### src/sv/rtvt_pkg.sv
// rotary token value tracker package: shared types, constants and the value map
// no dependencies
`timescale 1ns / 1ps
`default_nettype none

package rtvt_pkg;

	localparam int NUM_TOKENS = 3;
	localparam int ANGLE_W    = 13;
	localparam int DELTA_W    = 15;
	localparam int SUM_W      = 16;
	localparam int VALUE_W    = 8;
	localparam int REGION_W   = 32;
	localparam int CFG_IDX_W  = 2;

	localparam logic [CFG_IDX_W-1:0] CFG_REGION_RED   = 2'd0;
	localparam logic [CFG_IDX_W-1:0] CFG_REGION_GREEN = 2'd1;
	localparam logic [CFG_IDX_W-1:0] CFG_REGION_BLUE  = 2'd2;

	localparam logic [REGION_W-1:0] REGION_RED_RST   = 32'h0904_0A05;
	localparam logic [REGION_W-1:0] REGION_GREEN_RST = 32'h0904_1B16;
	localparam logic [REGION_W-1:0] REGION_BLUE_RST  = 32'h1914_1B16;

	localparam logic signed [DELTA_W-1:0] HALF_TURN = 15'sd2880;
	localparam logic signed [DELTA_W-1:0] FULL_TURN = 15'sd5760;
	localparam logic signed [DELTA_W-1:0] DEAD_BAND = 15'sd112;
	localparam logic [VALUE_W-1:0]        INIT_VALUE = 8'd128;
	localparam logic [VALUE_W-1:0]        MAX_VALUE  = 8'd255;

	typedef struct packed {
		logic               changed;
		logic [VALUE_W-1:0] value;
	} token_upd_t;

	// floor((acc + 2880) * 255 / 57600) * 10 for acc below 2880
	// 255/57600 = 17/3840; /3840 done as >>8 then *4370>>16 (exact below 383)
	function automatic logic [VALUE_W-1:0] map_value(input logic signed [ANGLE_W-1:0] acc);
		logic signed [ANGLE_W:0] n_s;
		logic [16:0]             m;
		logic [21:0]             p;
		logic [5:0]              q;
		logic [9:0]              v;
		n_s = {acc[ANGLE_W-1], acc} + 14'sd2880;
		m   = 17'(n_s[ANGLE_W-1:0]) * 17'd17;
		p   = 22'(m[16:8]) * 22'd4370;
		q   = p[21:16];
		v   = 10'(q) * 10'd10;
		return v[VALUE_W-1:0];
	endfunction

endpackage

`default_nettype wire

### src/sv/rtvt_token.sv
// per-token rotation state and update logic
// depends on rtvt_pkg
`timescale 1ns / 1ps
`default_nettype none

module rtvt_token import rtvt_pkg::*; (
	input  wire logic               clk,
	input  wire logic               arst_n,
	input  wire logic               hit,
	input  wire logic               commit,
	input  wire logic [ANGLE_W-1:0] angle,
	output token_upd_t              upd
);

	logic                       ready_q;
	logic [ANGLE_W-1:0]         last_q;
	logic signed [ANGLE_W-1:0]  acc_q;
	logic [VALUE_W-1:0]         value_q;

	logic signed [DELTA_W-1:0]  d_raw;
	logic signed [DELTA_W-1:0]  d;
	logic signed [SUM_W-1:0]    sum;
	logic signed [SUM_W-1:0]    acc_clamped;
	logic signed [ANGLE_W-1:0]  acc_new;
	logic [VALUE_W-1:0]         value_new;
	logic                       small_step;
	logic                       init;
	logic                       step;

	always_comb begin
		d_raw = signed'({2'b00, angle}) - signed'({2'b00, last_q});
		// unwrap across the seam
		if (d_raw > HALF_TURN || d_raw < -HALF_TURN) begin
			if ({2'b00, last_q} > 15'(HALF_TURN))
				d = d_raw + FULL_TURN;
			else
				d = d_raw - FULL_TURN;
		end else begin
			d = d_raw;
		end
		small_step = (d <= DEAD_BAND) && (d >= -DEAD_BAND);
		sum = SUM_W'(acc_q) + SUM_W'(d);
		if (d > 0)
			acc_clamped = (sum > SUM_W'(HALF_TURN)) ? SUM_W'(HALF_TURN) : sum;
		else
			acc_clamped = (sum < -SUM_W'(HALF_TURN)) ? -SUM_W'(HALF_TURN) : sum;
		acc_new = acc_clamped[ANGLE_W-1:0];
		if (acc_clamped >= SUM_W'(HALF_TURN))
			value_new = MAX_VALUE;
		else
			value_new = map_value(acc_new);

		init = hit && !ready_q;
		step = hit && ready_q && !small_step;

		upd.changed = init || step;
		if (init)
			upd.value = INIT_VALUE;
		else if (step)
			upd.value = value_new;
		else
			upd.value = value_q;
	end

	always_ff @(posedge clk or negedge arst_n) begin
		if (!arst_n) begin
			ready_q <= 1'b0;
			last_q  <= '0;
			acc_q   <= '0;
			value_q <= INIT_VALUE;
		end else if (commit) begin
			if (init) begin
				ready_q <= 1'b1;
				last_q  <= angle;
				acc_q   <= '0;
				value_q <= INIT_VALUE;
			end else if (step) begin
				last_q  <= angle;
				acc_q   <= acc_new;
				value_q <= value_new;
			end
		end
	end

endmodule

`default_nettype wire

### src/sv/rotary_token_value_tracker.sv
// Rotary token value tracker: one result beat per report beat. A report is
// captured in an input register and evaluated from there against the three
// token rectangles and token states; the result lands in an output register
// when stage 1 advances. A new report is taken every cycle while results are
// being drained.
// The region registers may be written over the config channel while no report
// is in flight; cfg_ready is always high and indexes beyond 2 are ignored.
// depends on rtvt_pkg and rtvt_token
`timescale 1ns / 1ps
`default_nettype none

module rotary_token_value_tracker import rtvt_pkg::*; (
	input  wire logic                 clk,
	input  wire logic                 arst_n,
	// report channel
	input  wire logic                 in_valid,
	output logic                      in_stall,
	input  wire logic                 report_complete,
	input  wire logic [7:0]           pos_x,
	input  wire logic [7:0]           pos_y,
	input  wire logic [ANGLE_W-1:0]   abs_angle,
	// result channel
	output logic                      out_valid,
	input  wire logic                 out_stall,
	output logic [VALUE_W-1:0]        value_red,
	output logic [VALUE_W-1:0]        value_green,
	output logic [VALUE_W-1:0]        value_blue,
	output logic [NUM_TOKENS-1:0]     changed_mask,
	// config channel
	input  wire logic                 cfg_valid,
	output logic                      cfg_ready,
	input  wire logic [CFG_IDX_W-1:0] cfg_index,
	input  wire logic [REGION_W-1:0]  cfg_data
);

	logic [REGION_W-1:0] region_q [NUM_TOKENS];

	logic                valid_s1;
	logic                complete_s1;
	logic [7:0]          x_s1;
	logic [7:0]          y_s1;
	logic [ANGLE_W-1:0]  angle_s1;

	logic                out_valid_q;
	logic [VALUE_W-1:0]  value_q [NUM_TOKENS];
	logic [NUM_TOKENS-1:0] mask_q;

	logic                advance;
	logic [NUM_TOKENS-1:0] hit;
	token_upd_t          upd [NUM_TOKENS];

	assign cfg_ready = 1'b1;

	always_ff @(posedge clk or negedge arst_n) begin
		if (!arst_n) begin
			region_q[0] <= REGION_RED_RST;
			region_q[1] <= REGION_GREEN_RST;
			region_q[2] <= REGION_BLUE_RST;
		end else if (cfg_valid) begin
			case (cfg_index)
				CFG_REGION_RED:   region_q[0] <= cfg_data;
				CFG_REGION_GREEN: region_q[1] <= cfg_data;
				CFG_REGION_BLUE:  region_q[2] <= cfg_data;
				default: ;
			endcase
		end
	end

	// stage 1 moves on whenever the result register is free or being drained
	assign advance  = valid_s1 && (!out_valid_q || !out_stall);
	assign in_stall = valid_s1 && !advance;

	always_ff @(posedge clk or negedge arst_n) begin
		if (!arst_n)
			valid_s1 <= 1'b0;
		else if (!in_stall)
			valid_s1 <= in_valid;
	end

	always_ff @(posedge clk) begin
		if (in_valid && !in_stall) begin
			complete_s1 <= report_complete;
			x_s1        <= pos_x;
			y_s1        <= pos_y;
			angle_s1    <= abs_angle;
		end
	end

	for (genvar i = 0; i < NUM_TOKENS; i++) begin : g_token
		assign hit[i] = complete_s1
			&& (x_s1 >= region_q[i][7:0])   && (x_s1 <= region_q[i][15:8])
			&& (y_s1 >= region_q[i][23:16]) && (y_s1 <= region_q[i][31:24]);

		rtvt_token u_token (
			.clk    (clk),
			.arst_n (arst_n),
			.hit    (hit[i]),
			.commit (advance),
			.angle  (angle_s1),
			.upd    (upd[i])
		);
	end

	always_ff @(posedge clk or negedge arst_n) begin
		if (!arst_n)
			out_valid_q <= 1'b0;
		else if (advance)
			out_valid_q <= 1'b1;
		else if (!out_stall)
			out_valid_q <= 1'b0;
	end

	always_ff @(posedge clk) begin
		if (advance) begin
			for (int i = 0; i < NUM_TOKENS; i++) begin
				value_q[i] <= upd[i].value;
				mask_q[i]  <= upd[i].changed;
			end
		end
	end

	assign out_valid    = out_valid_q;
	assign value_red    = value_q[0];
	assign value_green  = value_q[1];
	assign value_blue   = value_q[2];
	assign changed_mask = mask_q;

endmodule

`default_nettype wire

### config.mk
export PLATFORM = sky130hd
export DESIGN_NAME = rotary_token_value_tracker
export DESIGN_NICKNAME = d
export VERILOG_FILES = /design/src/sv/rtvt_pkg.sv /design/src/sv/rtvt_token.sv /design/src/sv/rotary_token_value_tracker.sv
export SDC_FILE = /design/constraint.sdc
export NUM_CORES = 1
export LEC_CHECK = 0
export BUFFER_PORTS_ARGS = -buffer_cell sky130_fd_sc_hd__buf_2
export CAP_MARGIN = 20
export CORE_AREA = 8 8 218 220
export CTS_BUF_LIST = sky130_fd_sc_hd__clkbuf_2 sky130_fd_sc_hd__clkbuf_4 sky130_fd_sc_hd__clkbuf_8
export DETAILED_ROUTE_END_ITERATION = 16
export DIE_AREA = 0 0 226 228
export PLACE_DENSITY = 0.82
export SETUP_SLACK_MARGIN = 0.5
export SYNTH_ARGS = -nofsm -noshare
export SYNTH_HDL_FRONTEND = slang
export SYNTH_SLANG_ARGS = --single-unit
### constraint.sdc
create_clock -name clk -period 33.6 [get_ports clk]
set_clock_uncertainty 0.1 [all_clocks]
set_input_delay 1.68 -clock clk [delete_from_list [all_inputs] [get_ports clk]]
set_output_delay 1.68 -clock clk [all_outputs]
set_load 0.1 [all_outputs]
==> results of run 1 <==
[synth_stat cells, drive strengths merged, types with 7 or more instances]
cell type    n
ha         363
inv        261
nand2      174
dfrtp      171
o21ai      161
nor2       157
a21oi      125
mux2       121
xnor2       80
a21o        74
xor2        62
edfxtp      57
nand2b      55
o21a        55
nand3       43
clkbuf      42
nor2b       40
nor3        40
o31ai       39
dfstp       32
and3        31
and2        28
nand4       28
a211oi      24
a31oi       24
fa          24
o211ai      18
mux2i       15
or3         15
nor4        14
or2         12
buf         11
o21bai      11
a21boi      10
and4        10
o31a        10
a31o         9
a22oi        8
or4          8
a2111oi      7
a221oi       7
[final timing paths]
path                                            endpoint                     startpoint  cells past startpoint  slack [ns]
setup / recovery                          value_q[0][23]                    angle_s1[0]                     63       18.20
max in group asynchronous    g_token[2].u_token.acc_q[9]                         arst_n                      4       31.02
hold reg to reg            g_token[1].u_token.value_q[7]  g_token[1].u_token.value_q[7]                      2        0.36
setup reg to reg                          value_q[0][23]                    angle_s1[0]                     63       18.20
hold / removal             g_token[1].u_token.value_q[7]  g_token[1].u_token.value_q[7]                      2        0.36
min in group asynchronous                   region_q[80]                         arst_n                      1        0.89
[stage by stage]
stage                     hold slack [ns]  cells
after floorplan                     0.339   2593
after global placement              0.347   3239
after detailed placement            0.349   3239
after CTS                           0.361   3333
after global routing                0.368   3335
final                               0.361   3336
[state kept, by name, indices dropped and copies added (netlist names)]
register and cells:
g_token.u_token.ready_q 3, complete_s1 1, y_s1 8, changed_mask 3
angle_s1 13, g_token.u_token.acc_q 39, out_valid 1, valid_s1 1
x_s1 8, g_token.u_token.last_q 39, value_q 24, g_token.u_token.value_q 24
region_q 96
[kinds of logic after synthesis]
logic type                 synth area share [%]
AOI/OAI and AO/OA                          19.0
other                                    0.0157
DFF                                        28.5
and+or+nand+nor                            14.4
muxes                                      6.32
buffers and inverters                      5.04
adders and majority gates                  21.1
xor gates and xnor gates                   5.59
[per-layer routing]
layer | part of all wire, % | routed length (um) | GRT usage [%]
met3 | 4.8 | 2910 | 3.78
met4 | 3.7 | 2240 | 9.38
met2 | 48 | 28900 | 40.1
met1 | 43 | 25900 | 28.2
met5 | 0.068 | 41 | 0
[critical path, delay by kind of cell (launching register included)]
family,cells,cell delay [ns]
simple gates,14,2.45
flops,1,0.35
xor+xnor,4,1.20
buf+inv,6,0.61
mux,1,0.29
compound gates,27,6.84
fa+ha+maj,11,3.35
[cell type report]
| cell class | instances | area share [%] |
|---|---|---|
| antenna | 1 | 0.00957 |
| clock buffer | 78 | 3.63 |
| clock inverter | 16 | 0.335 |
| inverter | 263 | 3.78 |
| multi-input combinational | 2017 | 60.9 |
| sequential | 260 | 26.1 |
| tap | 592 | 2.83 |
| timing repair buffer | 109 | 2.39 |
==> results.json, run 1 <==
{
  "design_area_um2": 26100,
  "ys_seq_elements": 260,
  "gp_congestion": 0.936,
  "cts_tree": "done",
  "drtIter0Drc": 1486,
  "hold_violations": 0,
  "synthArstFlopShare_pct": 78.1,
  "drt-wirelength-per-cell_um": 18.0,
  "setup-tns-final_ns": 0,
  "finalCriticalPeriod_ns": 15.40,
  "grt-ovfl-total": 0,
  "drc": 0,
  "htreeDepth": 2,
  "worst_slew_pin_slew_ns": 1.03,
  "fin_crit_sh_pct": 45.8,
  "syn_inst": 2593,
  "crit_type": "flop to flop",
  "synth_ff_type": "dfrtp_1",
  "vias_per_cell": 5.99,
  "die_h_um": 228,
  "die_w_um": 226,
  "layout_common_cells": "ha_1, inv_1, nand2_1, dfrtp_1, nor2_1",
  "cts_setup_buffers": 0,
  "cp.required_ns": 33.94,
  "grt_pass1_wl_mm": 101,
  "yosys-top-cells-area": "ha_1, dfrtp_1, edfxtp_1",
  "pre_cts_slack_ns": 18.61,
  "grt_pass1_vias": 20934,
  "yosysTopAreaCell": "ha_1",
  "cts_buffers": 50,
  "cpPeakStageDelay_ns": 0.63,
  "drtAntennaViolNets": 0,
  "avgSynthCellArea_um2": 9.23,
  "crit_fanout": 11,
  "synth_top_area_share_pct": 19.0,
  "utilization_pct": 59.6,
  "syn_area_um2": 23900,
  "max_cap_violations": 0,
  "initial_core_util_pct": 54.6,
  "dpl_cell_area_um2": 25000,
  "worst_ep_arrival_time_ns": 15.74,
  "vias": 19992,
  "multi_input_area_um2": 15900,
  "yosysWarnings": 0,
  "hpwl_mm": 45.8,
  "relSlewSlack_pct": 30.5,
  "track_usage_pct": 23.1,
  "wl_mm": 60.1,
  "setup_viol": 0,
  "crit_path_frequent_cell": "ha_1",
  "first_pass_iters": 5,
  "min_path_type": "flop to flop",
  "setup_ws_ns": 18.20,
  "cts.sink_count": 260,
  "antenna_found_initial": 4,
  "io_pins": 99,
  "die_area_um2": 51500,
  "status": "completed",
  "cts.reportedPaths.clkPinSlew_ns": 0.06,
  "area_growth_pct": 9.18,
  "slew_viol_final": 0,
  "fillers": 3702,
  "nets": 3157,
  "synth_enable_flop_cells": 57,
  "rows": 77,
  "syn-num-nets": 3049,
  "register_area_um2": 6830,
  "drive_gt1_share_pct": 15.1,
  "port-buffer-count": 97,
  "fp.coreArea_um2": 43800,
  "cp-start-kind": "flop",
  "fmax_mhz": 64.9,
  "end_kind": "flop",
  "synth.yosys.seq_area_share_pct": 28.5,
  "grt_max_degree": 125,
  "grt_setup_unrepaired": "false",
  "clockRootBuffer": "clkbuf_8",
  "clk_latency_ns": 0.62,
  "synth.distinct_cells": 114,
  "slowest_stage": "o221ai_1",
  "max-clock-path-buffers": 3,
  "mostFrequentLayoutCell": "ha_1",
  "cts_hold_buf": 0,
  "cts_resized": 0
}
Power of run 1 is left out: the tool's default activity adds up to more than one toggle a clock period on the data nets, which glitch-free logic cannot reach.
==> run 2: changes to the inputs <==
--- a/config.mk
+++ b/config.mk
@@ -5,13 +5,14 @@
 export SDC_FILE = /design/constraint.sdc
 export NUM_CORES = 1
 export LEC_CHECK = 0
+export ABC_AREA = 1
 export BUFFER_PORTS_ARGS = -buffer_cell sky130_fd_sc_hd__buf_2
 export CAP_MARGIN = 20
-export CORE_AREA = 8 8 218 220
+export CORE_AREA = 8 8 221 223
 export CTS_BUF_LIST = sky130_fd_sc_hd__clkbuf_2 sky130_fd_sc_hd__clkbuf_4 sky130_fd_sc_hd__clkbuf_8
 export DETAILED_ROUTE_END_ITERATION = 16
-export DIE_AREA = 0 0 226 228
-export PLACE_DENSITY = 0.82
+export DIE_AREA = 0 0 229 231
+export PLACE_DENSITY = 0.85
 export SETUP_SLACK_MARGIN = 0.5
 export SYNTH_ARGS = -nofsm -noshare
 export SYNTH_HDL_FRONTEND = slang
==> constraint.sdc (replaced) <==
create_clock -name clk -period 13.6 [get_ports clk]
set_clock_uncertainty 0.1 [all_clocks]
set_input_delay 0.68 -clock clk [delete_from_list [all_inputs] [get_ports clk]]
set_output_delay 0.68 -clock clk [all_outputs]
set_load 0.1 [all_outputs]
==> run 2 against run 1 <==
Via count increased by 11%. Register-to-register slack worse by 17 ns. First-iteration DRC count rose by 4.2%. Fmax is 27% higher. Global-route usage shrank 1.0 points. Wire length barely moved. Setup slack got worse by 17 ns. Critical path depth is 2 higher. Cell count is 23% higher. Critical path type unchanged.
==> results.json, run 2 <==
{
  "die_area_um2": 52900,
  "nets": 3911,
  "synth.distinct_cells": 72,
  "clk_latency_ns": 0.62,
  "grt_pass1_wl_mm": 101,
  "instances_no_fill": 4099,
  "initial_core_util_pct": 54.6,
  "drtIter0Drc": 1548,
  "setup_viol": 0,
  "worst_ep_arrival_time_ns": 12.40,
  "register_area_um2": 6830,
  "fmax_mhz": 82.3,
  "worst_slew_pin_slew_ns": 0.891,
  "cts_tree": "done",
  "synth_most_common_cell": "nand2_1",
  "drtAntennaViolNets": 0,
  "regMostFlops": "region_q",
  "rows": 78,
  "crit_type": "flop to flop",
  "synth_enable_flop_cells": 57,
  "min_path_type": "input port to flop",
  "gp_congestion": 0.942,
  "vias": 22154,
  "hold_violations": 0,
  "htreeDepth": 2,
  "io_pins": 99,
  "yosys-top-cells-area": "ha_1, dfrtp_1, nand2_1",
  "grt_setup_unrepaired": "false",
  "crit_path_frequent_cell": "nand2_1",
  "grt_pass1_vias": 21746,
  "dp_cells": 3997,
  "synthArstFlopShare_pct": 78.1,
  "crit_fanout": 6,
  "clockRootBuffer": "clkbuf_8",
  "syn_inst": 3330,
  "relSlewSlack_pct": 40.6,
  "cp-start-kind": "flop",
  "first_pass_iters": 7,
  "yosysTopAreaCell": "ha_1",
  "finalCriticalPeriod_ns": 12.15,
  "yosysWarnings": 0,
  "r2r_slack_ns": 1.45,
  "mostFrequentLayoutCell": "nand2_1",
  "cts.sink_count": 260,
  "vias_per_cell": 5.40,
  "max-clock-path-buffers": 3,
  "cpPeakStageDelay_ns": 0.52,
  "critPathTopFamily": "adder cells",
  "grt-ovfl-total": 0,
  "syn-num-nets": 3786,
  "drc": 0,
  "r2r_end": "value_q[0][22]",
  "avgSynthCellArea_um2": 7.40,
  "cts.reportedPaths.clkPinSlew_ns": 0.06,
  "r2r_start": "angle_s1[0]",
  "fp.coreArea_um2": 45100,
  "hpwl_mm": 45.5,
  "path_buf_inv": 7,
  "drive_gt1_share_pct": 11.9,
  "cp_num_cells": 65,
  "setup-tns-final_ns": 0,
  "layout_common_cells": "nand2_1, inv_1, ha_1, o21ai_0, nor2_1",
  "synth_ff_type": "dfrtp_1",
  "track_usage_pct": 22.1,
  "crit_end": "value_q[0][22]",
  "yosys-top-cells-count": "nand2_1, inv_1, ha_1, o21ai_0, nor2_1",
  "multi_input_area_um2": 15400,
  "syn_area_um2": 24600,
  "drt-wirelength-per-cell_um": 14.6,
  "status": "completed",
  "holdPathStages": 1,
  "ys_seq_elements": 260,
  "cp.required_ns": 13.85,
  "fillers": 3947,
  "grt_max_degree": 79,
  "synth_top_area_share_pct": 18.4,
  "synth.yosys.seq_area_share_pct": 27.7,
  "fin_crit_sh_pct": 89.4,
  "slowest_stage": "fa_1",
  "critPathLaunch": "angle_s1[0]",
  "port-buffer-count": 97,
  "antenna_found_initial": 9,
  "max_cap_violations": 0,
  "die_w_um": 229,
  "cts_buffers": 47,
  "whs_ns": 0.136,
  "slew_viol_final": 0,
  "reg2reg_depth": 65,
  "top_regs": "region_q (96), g_token.u_token.acc_q (39), g_token.u_token.last_q (39)",
  "wl_mm": 60.0,
  "area_growth_pct": 10.3,
  "end_kind": "flop",
  "die_h_um": 231,
  "largest_reg_flops": 96
}
-- run 2: timing repair --
item	4_1_cts	5_1_grt
hold buffers	1	0
setup buffers	0	4
hold endpoints to repair	47	0
setup endpoints to repair	0	8
gates resized for setup	0	7
-- run 2: routing by layer --
metal / share of wire (%) / GRT usage (%) / up-vias
met5: 0.068 / 0 / -
met4: 3.1 / 8.45 / 6
met3: 5.1 / 3.68 / 139
met2: 48 / 38.3 / 573
met1: 44 / 27.4 / 10263
li1: - / - / 11173
-- run 2: cells by family (layout without fill, tap and decap cells) --
family	after synthesis	count (layout)	synth area share (%)
AO/OA/AOI/OAI	574	574	13.6
other	1	7	0.0152
XOR/XNOR	96	96	3.61
AND/OR/NAND/NOR	1368	1368	24.8
buffers and inverters	644	807	9.85
adder cells (fa/ha/maj)	387	387	20.4
flip-flops	260	260	27.7
-- run 2: worst min path at each step --
stage	from	endpoint	slack [ns]
after floorplan	arst_n	g_token[0].u_token.acc_q[0]	0.28
after global placement	g_token[2].u_token.value_q[2]	g_token[2].u_token.value_q[2]	0.36
after detailed placement	g_token[2].u_token.value_q[2]	g_token[2].u_token.value_q[2]	0.36
after CTS	pos_x[0]	x_s1[0]	0.08
after global routing	pos_y[2]	y_s1[2]	0.09
final	pos_x[0]	x_s1[0]	0.14
-- run 2: cell type report --
cell class	instances	area share, %
inverters	606	8.38
flip-flops and latches	260	25.1
repair buffers	114	2.51
diodes	6	0.0553
well taps	600	2.76
clock inverters	18	1.12
multi-input cells	2426	56.8
clock buffers	69	3.27
-- run 2: metrics by stage --
| step | setup WS [ns] | utilization [%] | instance area [um^2] |
|---|---|---|---|
| floorplan | 3.02 | - | 24600 |
| global placement | 1.66 | 57.2 | 25800 |
| detailed placement | 1.41 | 57.2 | 25800 |
| CTS | 1.30 | 59.9 | 27000 |
| global route | 0.552 | 60.2 | 27200 |
| finish | 1.45 | 60.2 | 27200 |
Power of run 2 is left out for the same reason.
